--- src/hw/rtl/nts_pkg.sv ---
// nts_pkg: shared types, constants and the glyph table for number_to_seven_segment
// used by nts_ctrl, nts_dpath and number_to_seven_segment; no dependencies
package nts_pkg;

   typedef struct packed {
      logic [15:0] magnitude;
      logic [4:0]  radix;
      logic        is_negative;
      logic        show_leading_zeros;
      logic [7:0]  dot_mask;
      logic [2:0]  field_length;
      logic [1:0]  start_position;
   } req_type;

   typedef struct packed {
      logic [1:0] position;
      logic [7:0] segments;
      logic       last;
   } rsp_type;

   typedef enum logic [2:0] {
      ST_IDLE,
      ST_CHECK,
      ST_DIV,
      ST_STORE,
      ST_EMIT
   } state_type;

   typedef struct packed {
      logic load;
      logic first;
      logic step;
      logic store;
      logic emit;
   } cmd_type;

   typedef struct packed {
      logic len_zero;
      logic div_done;
      logic idx_zero;
      logic idx_last;
      logic out_free;
   } status_type;

   localparam logic [4:0] RADIX_MIN = 5'd2;
   localparam logic [4:0] RADIX_MAX = 5'd16;
   localparam logic [3:0] DIV_LAST  = 4'd15;
   localparam logic [7:0] SEG_BLANK = 8'h00;
   localparam logic [7:0] SEG_MINUS = 8'h40;
   localparam logic [7:0] SEG_DOT   = 8'h80;

   function automatic logic [7:0] seg_glyph(input logic [3:0] digit);
      logic [7:0] seg;
      unique case (digit)
         4'h0: seg = 8'h3F;
         4'h1: seg = 8'h06;
         4'h2: seg = 8'h5B;
         4'h3: seg = 8'h4F;
         4'h4: seg = 8'h66;
         4'h5: seg = 8'h6D;
         4'h6: seg = 8'h7D;
         4'h7: seg = 8'h07;
         4'h8: seg = 8'h7F;
         4'h9: seg = 8'h6F;
         4'hA: seg = 8'h77;
         4'hB: seg = 8'h7C;
         4'hC: seg = 8'h39;
         4'hD: seg = 8'h5E;
         4'hE: seg = 8'h79;
         default: seg = 8'h71;
      endcase
      return seg;
   endfunction

endpackage

--- src/hw/rtl/nts_ctrl.sv ---
// nts_ctrl: sequencer for load, per-digit division, digit store and beat emission
// depends on nts_pkg
module nts_ctrl (
   input  logic               clock,
   input  logic               reset,
   input  logic               req_valid,
   output logic               req_ready,
   input  nts_pkg::status_type status,
   output nts_pkg::cmd_type    cmd
);
   import nts_pkg::*;

   state_type state_ff, state_in;

   always_ff @(posedge clock) begin
      if (reset) begin
         state_ff <= ST_IDLE;
      end else begin
         state_ff <= state_in;
      end
   end

   always_comb begin
      state_in  = state_ff;
      cmd       = '0;
      req_ready = 1'b0;
      unique case (state_ff)
         ST_IDLE: begin
            req_ready = 1'b1;
            if (req_valid) begin
               cmd.load = 1'b1;
               state_in = ST_CHECK;
            end
         end
         ST_CHECK: begin
            if (status.len_zero) begin
               state_in = ST_IDLE;
            end else begin
               cmd.first = 1'b1;
               state_in  = ST_DIV;
            end
         end
         ST_DIV: begin
            cmd.step = 1'b1;
            if (status.div_done) begin
               state_in = ST_STORE;
            end
         end
         ST_STORE: begin
            cmd.store = 1'b1;
            state_in  = status.idx_zero ? ST_EMIT : ST_DIV;
         end
         ST_EMIT: begin
            if (status.out_free) begin
               cmd.emit = 1'b1;
               if (status.idx_last) begin
                  state_in = ST_IDLE;
               end
            end
         end
         default: begin
            state_in = ST_IDLE;
         end
      endcase
   end

endmodule

--- src/hw/rtl/nts_dpath.sv ---
// nts_dpath: operand registers, bit-serial radix divider, digit buffer and output register
// depends on nts_pkg
module nts_dpath #(
   parameter int DISPLAY_DIGITS = 4
) (
   input  logic                clock,
   input  logic                reset,
   input  nts_pkg::req_type    req_payload,
   input  nts_pkg::cmd_type    cmd,
   output nts_pkg::status_type status,
   output logic                rsp_valid,
   input  logic                rsp_ready,
   output nts_pkg::rsp_type    rsp_payload
);
   import nts_pkg::*;

   localparam int IDX_W = (DISPLAY_DIGITS > 1) ? $clog2(DISPLAY_DIGITS) : 1;
   localparam logic [3:0] DIGITS = 4'(DISPLAY_DIGITS);

   logic [15:0] num_ff;
   logic [4:0]  base_ff;
   logic        neg_ff;
   logic        lz_ff;
   logic        zero_ff;
   logic [7:0]  dots_ff;
   logic [2:0]  len_ff;
   logic [1:0]  start_ff;
   logic [3:0]  rem_ff;
   logic [3:0]  cnt_ff;
   logic [2:0]  idx_ff;
   logic [7:0]  segs_ff [DISPLAY_DIGITS];
   logic        rsp_valid_ff;
   rsp_type     rsp_ff;

   logic [4:0]  base_c;
   logic [3:0]  start_c;
   logic [3:0]  room;
   logic [3:0]  len_c;
   logic [4:0]  shifted;
   logic        fits;
   logic [3:0]  rem_in;
   logic        digit_zero;
   logic [7:0]  seg_in;
   logic [2:0]  last_idx;

   // operand clamping at load
   always_comb begin
      if (req_payload.radix < RADIX_MIN) begin
         base_c = RADIX_MIN;
      end else if (req_payload.radix > RADIX_MAX) begin
         base_c = RADIX_MAX;
      end else begin
         base_c = req_payload.radix;
      end
      start_c = {2'b00, req_payload.start_position};
      if (start_c >= DIGITS) begin
         start_c = DIGITS - 4'd1;
      end
      room  = DIGITS - start_c;
      len_c = {1'b0, req_payload.field_length};
      if (len_c > room) begin
         len_c = room;
      end
   end

   // one restoring division step
   assign shifted = {rem_ff, num_ff[15]};
   assign fits    = (shifted >= base_ff);
   always_comb begin
      if (fits) begin
         rem_in = 4'(shifted - base_ff);
      end else begin
         rem_in = shifted[3:0];
      end
   end

   assign last_idx   = len_ff - 3'd1;
   assign digit_zero = (rem_ff == 4'd0) && (num_ff == 16'd0);

   always_comb begin
      if (zero_ff) begin
         seg_in = (idx_ff == last_idx) ? seg_glyph(4'd0) : SEG_BLANK;
      end else if (digit_zero && neg_ff) begin
         seg_in = SEG_MINUS;
      end else if (digit_zero && !lz_ff) begin
         seg_in = SEG_BLANK;
      end else begin
         seg_in = seg_glyph(rem_ff);
      end
   end

   always_ff @(posedge clock) begin
      if (cmd.load) begin
         num_ff   <= req_payload.magnitude;
         base_ff  <= base_c;
         neg_ff   <= req_payload.is_negative;
         lz_ff    <= req_payload.show_leading_zeros;
         zero_ff  <= (req_payload.magnitude == 16'd0) && !req_payload.show_leading_zeros;
         dots_ff  <= req_payload.dot_mask;
         len_ff   <= len_c[2:0];
         start_ff <= start_c[1:0];
      end
      if (cmd.first) begin
         rem_ff <= 4'd0;
         cnt_ff <= 4'd0;
         idx_ff <= last_idx;
      end
      if (cmd.step) begin
         num_ff <= {num_ff[14:0], fits};
         rem_ff <= rem_in;
         cnt_ff <= cnt_ff + 4'd1;
      end
      if (cmd.store) begin
         segs_ff[idx_ff[IDX_W-1:0]] <= seg_in;
         if (digit_zero && neg_ff && !zero_ff) begin
            neg_ff <= 1'b0;
         end
         rem_ff <= 4'd0;
         cnt_ff <= 4'd0;
         if (idx_ff != 3'd0) begin
            idx_ff <= idx_ff - 3'd1;
         end
      end
      if (cmd.emit) begin
         rsp_ff.position <= start_ff + idx_ff[1:0];
         rsp_ff.segments <= segs_ff[idx_ff[IDX_W-1:0]]
                            | (dots_ff[3'd7 - idx_ff] ? SEG_DOT : SEG_BLANK);
         rsp_ff.last     <= (idx_ff == last_idx);
         idx_ff          <= idx_ff + 3'd1;
      end
   end

   always_ff @(posedge clock) begin
      if (reset) begin
         rsp_valid_ff <= 1'b0;
      end else if (cmd.emit) begin
         rsp_valid_ff <= 1'b1;
      end else if (rsp_ready) begin
         rsp_valid_ff <= 1'b0;
      end
   end

   assign status.len_zero = (len_ff == 3'd0);
   assign status.div_done = (cnt_ff == DIV_LAST);
   assign status.idx_zero = (idx_ff == 3'd0);
   assign status.idx_last = (idx_ff == last_idx);
   assign status.out_free = !rsp_valid_ff || rsp_ready;

   assign rsp_valid   = rsp_valid_ff;
   assign rsp_payload = rsp_ff;

endmodule

--- src/hw/rtl/number_to_seven_segment.sv ---
// number_to_seven_segment: top level, formats a 16-bit magnitude as seven-segment beats
// depends on nts_pkg, nts_ctrl, nts_dpath
//
// Takes one request beat (magnitude, radix, sign, leading-zero flag, dot mask,
// field length, start position) and returns one response beat per field
// position, leftmost first, with last set on the rightmost one. Radix is
// clamped to 2..16, start to DISPLAY_DIGITS-1 and the length to the room left
// on the display; a length of zero gives no beats. Digits are found right to
// left by a bit-serial restoring divider, each digit followed by a store
// step; once all are stored, the beats go out one per cycle while rsp_ready
// is high. One request is in work at a time; a new one is taken once the final
// beat is registered.
module number_to_seven_segment #(
   parameter int DISPLAY_DIGITS = 4
) (
   input  logic             clock,
   input  logic             reset,
   input  logic             req_valid,
   output logic             req_ready,
   input  nts_pkg::req_type req_payload,
   output logic             rsp_valid,
   input  logic             rsp_ready,
   output nts_pkg::rsp_type rsp_payload
);
   import nts_pkg::*;

   cmd_type    cmd;
   status_type status;

   nts_ctrl u_ctrl (
      .clock     (clock),
      .reset     (reset),
      .req_valid (req_valid),
      .req_ready (req_ready),
      .status    (status),
      .cmd       (cmd)
   );

   nts_dpath #(
      .DISPLAY_DIGITS (DISPLAY_DIGITS)
   ) u_dpath (
      .clock       (clock),
      .reset       (reset),
      .req_payload (req_payload),
      .cmd         (cmd),
      .status      (status),
      .rsp_valid   (rsp_valid),
      .rsp_ready   (rsp_ready),
      .rsp_payload (rsp_payload)
   );

endmodule

--- config.mk ---
export PLATFORM = sky130hd
export DESIGN_NAME = number_to_seven_segment
export DESIGN_NICKNAME = d
export VERILOG_FILES = /design/src/hw/rtl/nts_pkg.sv /design/src/hw/rtl/nts_ctrl.sv /design/src/hw/rtl/nts_dpath.sv /design/src/hw/rtl/number_to_seven_segment.sv
export SDC_FILE = /design/constraint.sdc
export NUM_CORES = 1
export LEC_CHECK = 0
export BUFFER_PORTS_ARGS = -buffer_cell sky130_fd_sc_hd__buf_2
export CAP_MARGIN = 20
export CORE_MARGIN = 2
export CORE_UTILIZATION = 63
export DETAILED_ROUTE_END_ITERATION = 8
export PLACE_DENSITY = 0.85
export SKIP_LAST_GASP = 1
export SYNTH_ARGS = -nofsm -noshare
export SYNTH_HDL_FRONTEND = slang
export SYNTH_SLANG_ARGS = --single-unit
export TNS_END_PERCENT = 5
--- constraint.sdc ---
create_clock -name clock -period 6.1 [get_ports clock]
set_input_delay 0.305 -clock clock [delete_from_list [all_inputs] [get_ports clock]]
set_output_delay 0.305 -clock clock [all_outputs]
set_load 0.05 [all_outputs]
==> reports/metrics.csv, run 1 <==
metric,value,unit
cts-root-buf,clkbuf_8,
worst_skew_pair.late_latency,370,ps
drive_gt1_share,19.9,%
routed_wl,8970,µm
hold_ws,108,ps
clk_path_buf_depth,2,
rrSetupSlack,3170,ps
critPathKind,reg2reg,
reg2reg_from,u_dpath.rem_ff[3]$_SDFFE_PP0N_,
antenna_found_initial,0,
skew,14.7,ps
die_w,91.6,µm
post_cts_buffers,0,
dieArea,8380,µm²
io_buffer_count,52,
syn_area_per_cell,11.8,µm²
dpl.cell_count,551,
outcome,"finished, final reports clean",
setup_slack,3170,ps
viasPerCell,5.85,
cts_repair_resize_count,0,
rows,31,
seq_area_frac_synth,56.2,%
io_pins,53,
fp.dieH,91.6,µm
dp_hpwl,6610,µm
numCtsBuffers,9,
ys_types,59,
clk_pin_slew_worst_paths,100,ps
cellPowerDensity,463,nW/µm²
place_congestion,0.970,
hold_buffers,0,
crit_path_start_kind,register,
ys.flop_type,edfxtp_1,
cts_tree,built,
wl_per_cell,15.8,µm
crit_path_start,u_dpath.rem_ff[3]$_SDFFE_PP0N_,
report.final.slew_viol_count,0,
track_usage,22.9,%
cts.sinks,98,
n_antenna_cell,0,
cp.arrival,3190,ps
endpoint_kind,register,
rsz0062_at_grt,false,
drc,0,
tns,0,ps
stdcell_count,567,
drtPass1Iterations,5,
drv_cap,0,
area_growth_syn_to_layout,11.0,%
overflow,0,
slew_headroom,41.1,%
core-area,7330,µm²
ant_nets,0,
power.leakage,2.20,nW
period_needed,2930,ps
min_period_over_period,48.0,%
syn_nets,478,
async_reset_ff_share,0,%
synth_cells,411,
hp-class,in2reg,
synth-edff-count,75,
fmax,342,MHz
syn_area,4830,µm²
peakVddDrop,0.280,mV
htreeDepth,3,
final.fill_count,498,
yosys_warnings,0,
finalSetupViolCount,0,
nNetsFinal,530,
grt_pass1_wl,15100,µm
worst-path-max-fanout,6,
hold_violations,0,
drt_iter0_drc,223,
ys_seq_elements,98,
required,6360,ps
grt_start_max_net_pins,30,
worst_pin_slew,883,ps
fin_util,73.1,%
pre_cts_ws,3230,ps
num_vias,3319,
initial_core_util,65.9,%
r2r_cells,11,
first_global_vias,3225,
==> layout make-up <==
cell class | instances | area (µm²) | area share, %
inverters | 27 | 101 | 1.89
clock buffers | 9 | 124 | 2.31
well taps | 99 | 124 | 2.31
repair buffers | 54 | 275 | 5.14
clock inverters | 7 | 61.3 | 1.14
multi-input cells | 273 | 1960 | 36.6
flip-flops and latches | 98 | 2710 | 50.6
==> registers in the layout, indices dropped and copies added, names as in the netlist, named ones only <==
name and flops:
u_dpath.rsp_payload 11, u_dpath.cnt_ff 4, u_dpath.num_ff 16, u_dpath.len_ff 3, u_dpath.dots_ff 8, u_ctrl.state_ff 3
u_dpath.neg_ff 1, u_dpath.idx_ff 3, u_dpath.lz_ff 1, u_dpath.base_ff 5, u_dpath.rsp_valid 1, u_dpath.start_ff 2
u_dpath.rem_ff 4, u_dpath.segs_ff 28, u_dpath.zero_ff 1
==> Yosys cell counts (4+ instances only) <==
cell | count | area, µm²
a211oi_1 | 4 | 30.0
a21o_1 | 8 | 60.1
a21oi_1 | 18 | 90.1
and3_1 | 7 | 43.8
buf_1 | 4 | 15.0
clkbuf_1 | 5 | 18.8
dfxtp_1 | 23 | 460
edfxtp_1 | 75 | 2250
ha_1 | 26 | 325
inv_1 | 27 | 101
mux4_2 | 9 | 203
nand2_1 | 69 | 259
nand2b_1 | 5 | 31.3
nand3_1 | 6 | 30.0
nor2_1 | 24 | 90.1
nor3_1 | 8 | 40.0
nor4_1 | 12 | 75.1
o211a_1 | 4 | 40.0
o21ai_0 | 5 | 25.0
o21ai_1 | 4 | 20.0
xnor2_1 | 7 | 61.3
==> where the power goes <==
| group | switching (mW) | leakage, nW | total [mW] | internal, mW |
|---|---|---|---|---|
| combinational | 0.580 | 1.21 | 0.990 | 0.410 |
| clock | 0.237 | 0.0953 | 0.393 | 0.156 |
| sequential | 0.141 | 0.890 | 1.10 | 0.956 |
==> how the worst min path moves through the flow <==
stage / depth (start not counted) / slack, ps / to / from
after floorplan: 1 / 370 / u_dpath.rsp_valid$_SDFFE_PP0P_ / reset
after global placement: 1 / 440 / u_dpath.cnt_ff[3]$_SDFFE_PP0N_ / u_dpath.cnt_ff[3]$_SDFFE_PP0N_
after detailed placement: 1 / 470 / u_dpath.cnt_ff[3]$_SDFFE_PP0N_ / u_dpath.cnt_ff[3]$_SDFFE_PP0N_
after CTS: 1 / 100 / u_dpath.dots_ff[3]$_DFFE_PP_ / req_payload[8]
after global routing: 1 / 90 / u_dpath.dots_ff[3]$_DFFE_PP_ / req_payload[8]
final: 1 / 110 / u_dpath.dots_ff[2]$_DFFE_PP_ / req_payload[7]
==> routing by layer <==
| layer | global-route usage [%] | share of wire (%) | up-vias |
|---|---|---|---|
| met5 | 0 | 0 | - |
| met4 | 9.34 | 1.4 | 0 |
| met3 | 3.49 | 4.7 | 11 |
| met2 | 37.8 | 50 | 108 |
| met1 | 30.6 | 44 | 1573 |
| li1 | - | - | 1627 |
==> worst max-delay path, cell delays in order (launching register included) <==
cell	delay [ps]
dfxtp_1	440
ha_1	330
a211oi_2	290
o211ai_2	170
nand2_1	130
mux2_2	370
a22o_1	260
inv_1	140
ha_1	280
nand4_1	120
o21ai_0	230
nor4_2	50
==> per-stage QoR <==
step | cell area [µm²] | power [mW]
after floorplan | 4830 | 1.85
after global placement | 5170 | 2.05
after detailed placement | 5170 | 2.09
after CTS | 5360 | 2.49
after global routing | 5360 | 2.65
final | 5360 | 2.48
==> layout by cell type (no fill, tap or decap), types with 12 or more instances in the layout <==
master,count
buf_2,52
nor4_1,12
dfxtp_1,23
a21oi_1,18
edfxtp_1,75
ha_1,26
nand2_1,69
nor2_1,24
inv_1,27
==> cell families (layout without fill, tap and decap cells) <==
group / after synthesis / after routing / share of synthesized area (%)
fa+ha+maj: 27 / 27 / 7.15
mux: 14 / 14 / 5.28
compound gates: 73 / 73 / 11.6
buf+inv: 40 / 97 / 3.34
flops: 98 / 98 / 56.2
xor+xnor: 7 / 7 / 1.27
simple gates: 152 / 152 / 15.2
No activity file was read; power rests on OpenSTA's default activity.
==> run 2, diff against run 1 <==
--- a/config.mk
+++ b/config.mk
@@ -5,12 +5,13 @@
 export SDC_FILE = /design/constraint.sdc
 export NUM_CORES = 1
 export LEC_CHECK = 0
+export ABC_AREA = 1
 export BUFFER_PORTS_ARGS = -buffer_cell sky130_fd_sc_hd__buf_2
 export CAP_MARGIN = 20
 export CORE_MARGIN = 2
-export CORE_UTILIZATION = 63
+export CORE_UTILIZATION = 59
 export DETAILED_ROUTE_END_ITERATION = 8
-export PLACE_DENSITY = 0.85
+export PLACE_DENSITY = 0.8
 export SKIP_LAST_GASP = 1
 export SYNTH_ARGS = -nofsm -noshare
 export SYNTH_HDL_FRONTEND = slang
==> constraint.sdc (replaced) <==
create_clock -name clock -period 3 [get_ports clock]
set_input_delay 0.15 -clock clock [delete_from_list [all_inputs] [get_ports clock]]
set_output_delay 0.15 -clock clock [all_outputs]
set_load 0.05 [all_outputs]
==> reports/metrics.csv, run 2 <==
metric,value,unit,change
yosys_warnings,0,,unchanged
syn_nets,563,,+18%
initial_core_util,60.2,%,-5.7 points
async_reset_ff_share,0,%,unchanged
min_to,u_dpath.neg_ff$_DFF_P_,,
ant_nets,0,,unchanged
cts_repair_resize_count,0,,unchanged
ys_types,40,,-32%
hp-class,in2reg,,
cp.arrival,2740,ps,-450 ps
clk_pin_slew_worst_paths,100,ps,about the same
report.final.slew_viol_count,0,,unchanged
drtPass1Iterations,5,,unchanged
ys_seq_elements,98,,unchanged
routed_wl,9420,µm,+4.9%
core-area,8090,µm²,+10%
viasPerCell,5.30,,-9.4%
yosysTopAreaCell,edfxtp_1,,
syn_area_per_cell,9.82,µm²,-16%
rsz0062_at_grt,false,,
seq_area_frac_synth,55.7,%,-0.48 points
power.leakage,2.47,nW,+12%
track_usage,23.0,%,+0.031 points
finalSetupViolCount,0,,unchanged
clk_path_buf_depth,2,,unchanged
final.fill_count,612,,+23%
cellPowerDensity,829,nW/µm²,+79%
cts_tree,built,,
rrSetupSlack,510,ps,-2660 ps
numCtsBuffers,9,,unchanged
hold_ws,48.4,ps,-59.3 ps
synthTopCellsByArea,"edfxtp_1 (46%), dfxtp_1 (9.5%), nand2_1 (8.2%), ha_1 (6.7%), inv_1 (4.6%)",,
drive_gt1_share,19.1,%,-0.78 points
peakVddDrop,0.420,mV,+50%
antenna_found_initial,0,,unchanged
cts-root-buf,clkbuf_8,,
hp-start,req_payload[14],,
cts.sinks,98,,unchanged
yosys-top-cells-count,"nand2_1 (106), edfxtp_1 (75), inv_1 (60)",,
rows,33,,+6.5%
num_vias,3586,,+8.0%
min_period_over_period,83.0,%,+35 points
slew_headroom,53.4,%,+12 points
first_global_vias,3562,,+10%
n_antenna_cell,0,,unchanged
worst_skew_pair.late_latency,360,ps,about the same
worst_pin_slew,697,ps,-186 ps
fin_total_pwr,4.65,mW,+87%
io_buffer_count,52,,unchanged
fp.dieH,94.9,µm,+3.6%
period_needed,2490,ps,-438 ps
syn_area,4870,µm²,+0.85%
ys.flop_type,edfxtp_1,,
worst-path-max-fanout,6,,unchanged
area_growth_syn_to_layout,15.0,%,
skew,11.3,ps,-3.37 ps
drt_iter0_drc,163,,-27%
wl_per_cell,13.9,µm,-12%
outcome,"finished, final reports clean",,
crit_path_start_kind,register,,
dieArea,9000,µm²,+7.3%
yosysTopAreaCellShare,46.2,%,-0.40 points
grt_start_max_net_pins,24,,-20%
final_cell_mix,"nand2_1 (106), edfxtp_1 (75), inv_1 (60), buf_2 (52), nor2_1 (44)",,
drv_cap,0,,unchanged
r2r_cells,14,,+3
grt_pass1_wl,15800,µm,+5.1%
largest_reg_flops,28,,unchanged
fin_util,69.2,%,-3.9 points
io_pins,53,,unchanged
place_area,5250,µm²,+1.5%
die_w,94.9,µm,+3.6%
place_congestion,0.835,,-14%
htreeDepth,3,,unchanged
final_common_cell,nand2_1,,
reg2reg_from,u_dpath.num_ff[15]$_DFFE_PP_,,
overflow,0,,unchanged
endpoint_kind,register,,
design_area,5600,µm²,+4.5%
whs_path_depth,3,,+2
yosysMostFrequentCell,nand2_1,,
tns,0,ps,unchanged
hold_violations,0,,unchanged
dp_hpwl,6750,µm,+2.2%
fmax,402,MHz,+18%
critPathKind,reg2reg,,
nNetsFinal,633,,+19%
synth_cells,496,,+21%
required,3250,ps,-3110 ps
synth-edff-count,75,,unchanged
drc,0,,unchanged
-- run 2: changes by cell type after synthesis, moves of 6 or more --
cell and change:
nor4_1 -6, o22ai_1 +8, o21ai_0 +37, a21o_1 -8, nor2_1 +20, nor3_1 -6, and3_1 -7, mux4_2 -9
nand2_1 +37, nand2_4 +7, nand3_1 +14, inv_1 +33, a21oi_1 -6
-- run 2: how the worst max path moves through the flow --
stage | start | endpoint | slack (ps) | depth (start not counted)
4_1_cts | u_dpath.num_ff[15]$_DFFE_PP_ | register | 510 | 14
3_3_place_gp | u_dpath.num_ff[15]$_DFFE_PP_ | register | 710 | 14
3_5_place_dp | u_dpath.num_ff[15]$_DFFE_PP_ | register | 540 | 14
5_1_grt | u_dpath.num_ff[15]$_DFFE_PP_ | register | 270 | 14
2_1_floorplan | u_ctrl.state_ff[2]$_SDFFE_PP0P_ | u_dpath.num_ff[0]$_DFFE_PP_ | 360 | 7
6_report | u_dpath.num_ff[15]$_DFFE_PP_ | register | 510 | 14
-- run 2: area by class of cell --
cell class | instances | area [µm²] | area share, %
multi-input combinational | 320 | 1850 | 33.0
timing repair buffer | 71 | 435 | 7.77
inverter | 66 | 250 | 4.47
sequential | 98 | 2710 | 48.4
clock buffer | 9 | 124 | 2.21
tap | 105 | 131 | 2.35
clock inverter | 7 | 98.8 | 1.76
-- run 2: power breakdown --
group	total (mW)	switching, mW	leakage, nW	internal, mW
clock	0.952	0.475	0.111	0.477
sequential	1.94	0.135	0.889	1.80
combinational	1.75	1.14	1.47	0.617
total	4.65	1.75	2.47	2.90
-- run 2: what timing repair did --
| item | in CTS | in global routing |
|---|---|---|
| endpoints found under the setup margin | 0 | 0 |
| setup buffers | 0 | 0 |
| endpoints found under the hold margin | 15 | 0 |
| hold buffers | 13 | 0 |
-- run 2: critical path, stage by stage, from the launching register on --
cell	delay, ps
edfxtp_1	380
inv_1	110
ha_1	170
inv_1	70
fa_1	490
inv_1	40
nand2_1	50
nand3_1	70
nand2_1	110
nand2_1	160
inv_1	170
ha_1	250
nand3_1	140
nand3_2	110
nand2_1	60
-- run 2: kinds of logic (layout without fill, tap and decap cells) --
family / count (synthesis) / after routing / share of synthesized area [%]
flops: 98 / 98 / 55.7
xor+xnor: 6 / 6 / 1.08
compound gates: 74 / 74 / 8.45
simple gates: 213 / 213 / 21.3
fa+ha+maj: 27 / 27 / 7.09
buf+inv: 78 / 153 / 6.35
-- run 2: metrics by stage --
step                      setup slack (ps)  instances
after CTS                              511        676
after global routing                   265        676
after global placement                 712        647
final                                  511        676
after floorplan                        356        496
after detailed placement               536        647
-- run 2: layer usage --
metal / track usage, % / up-vias / share of wire, %
li1: - / 1799 / -
met1: 25.8 / 1702 / 41
met2: 44.1 / 75 / 54
met3: 3.19 / 10 / 3.6
met4: 7.97 / 0 / 1.4
met5: 0 / - / 0
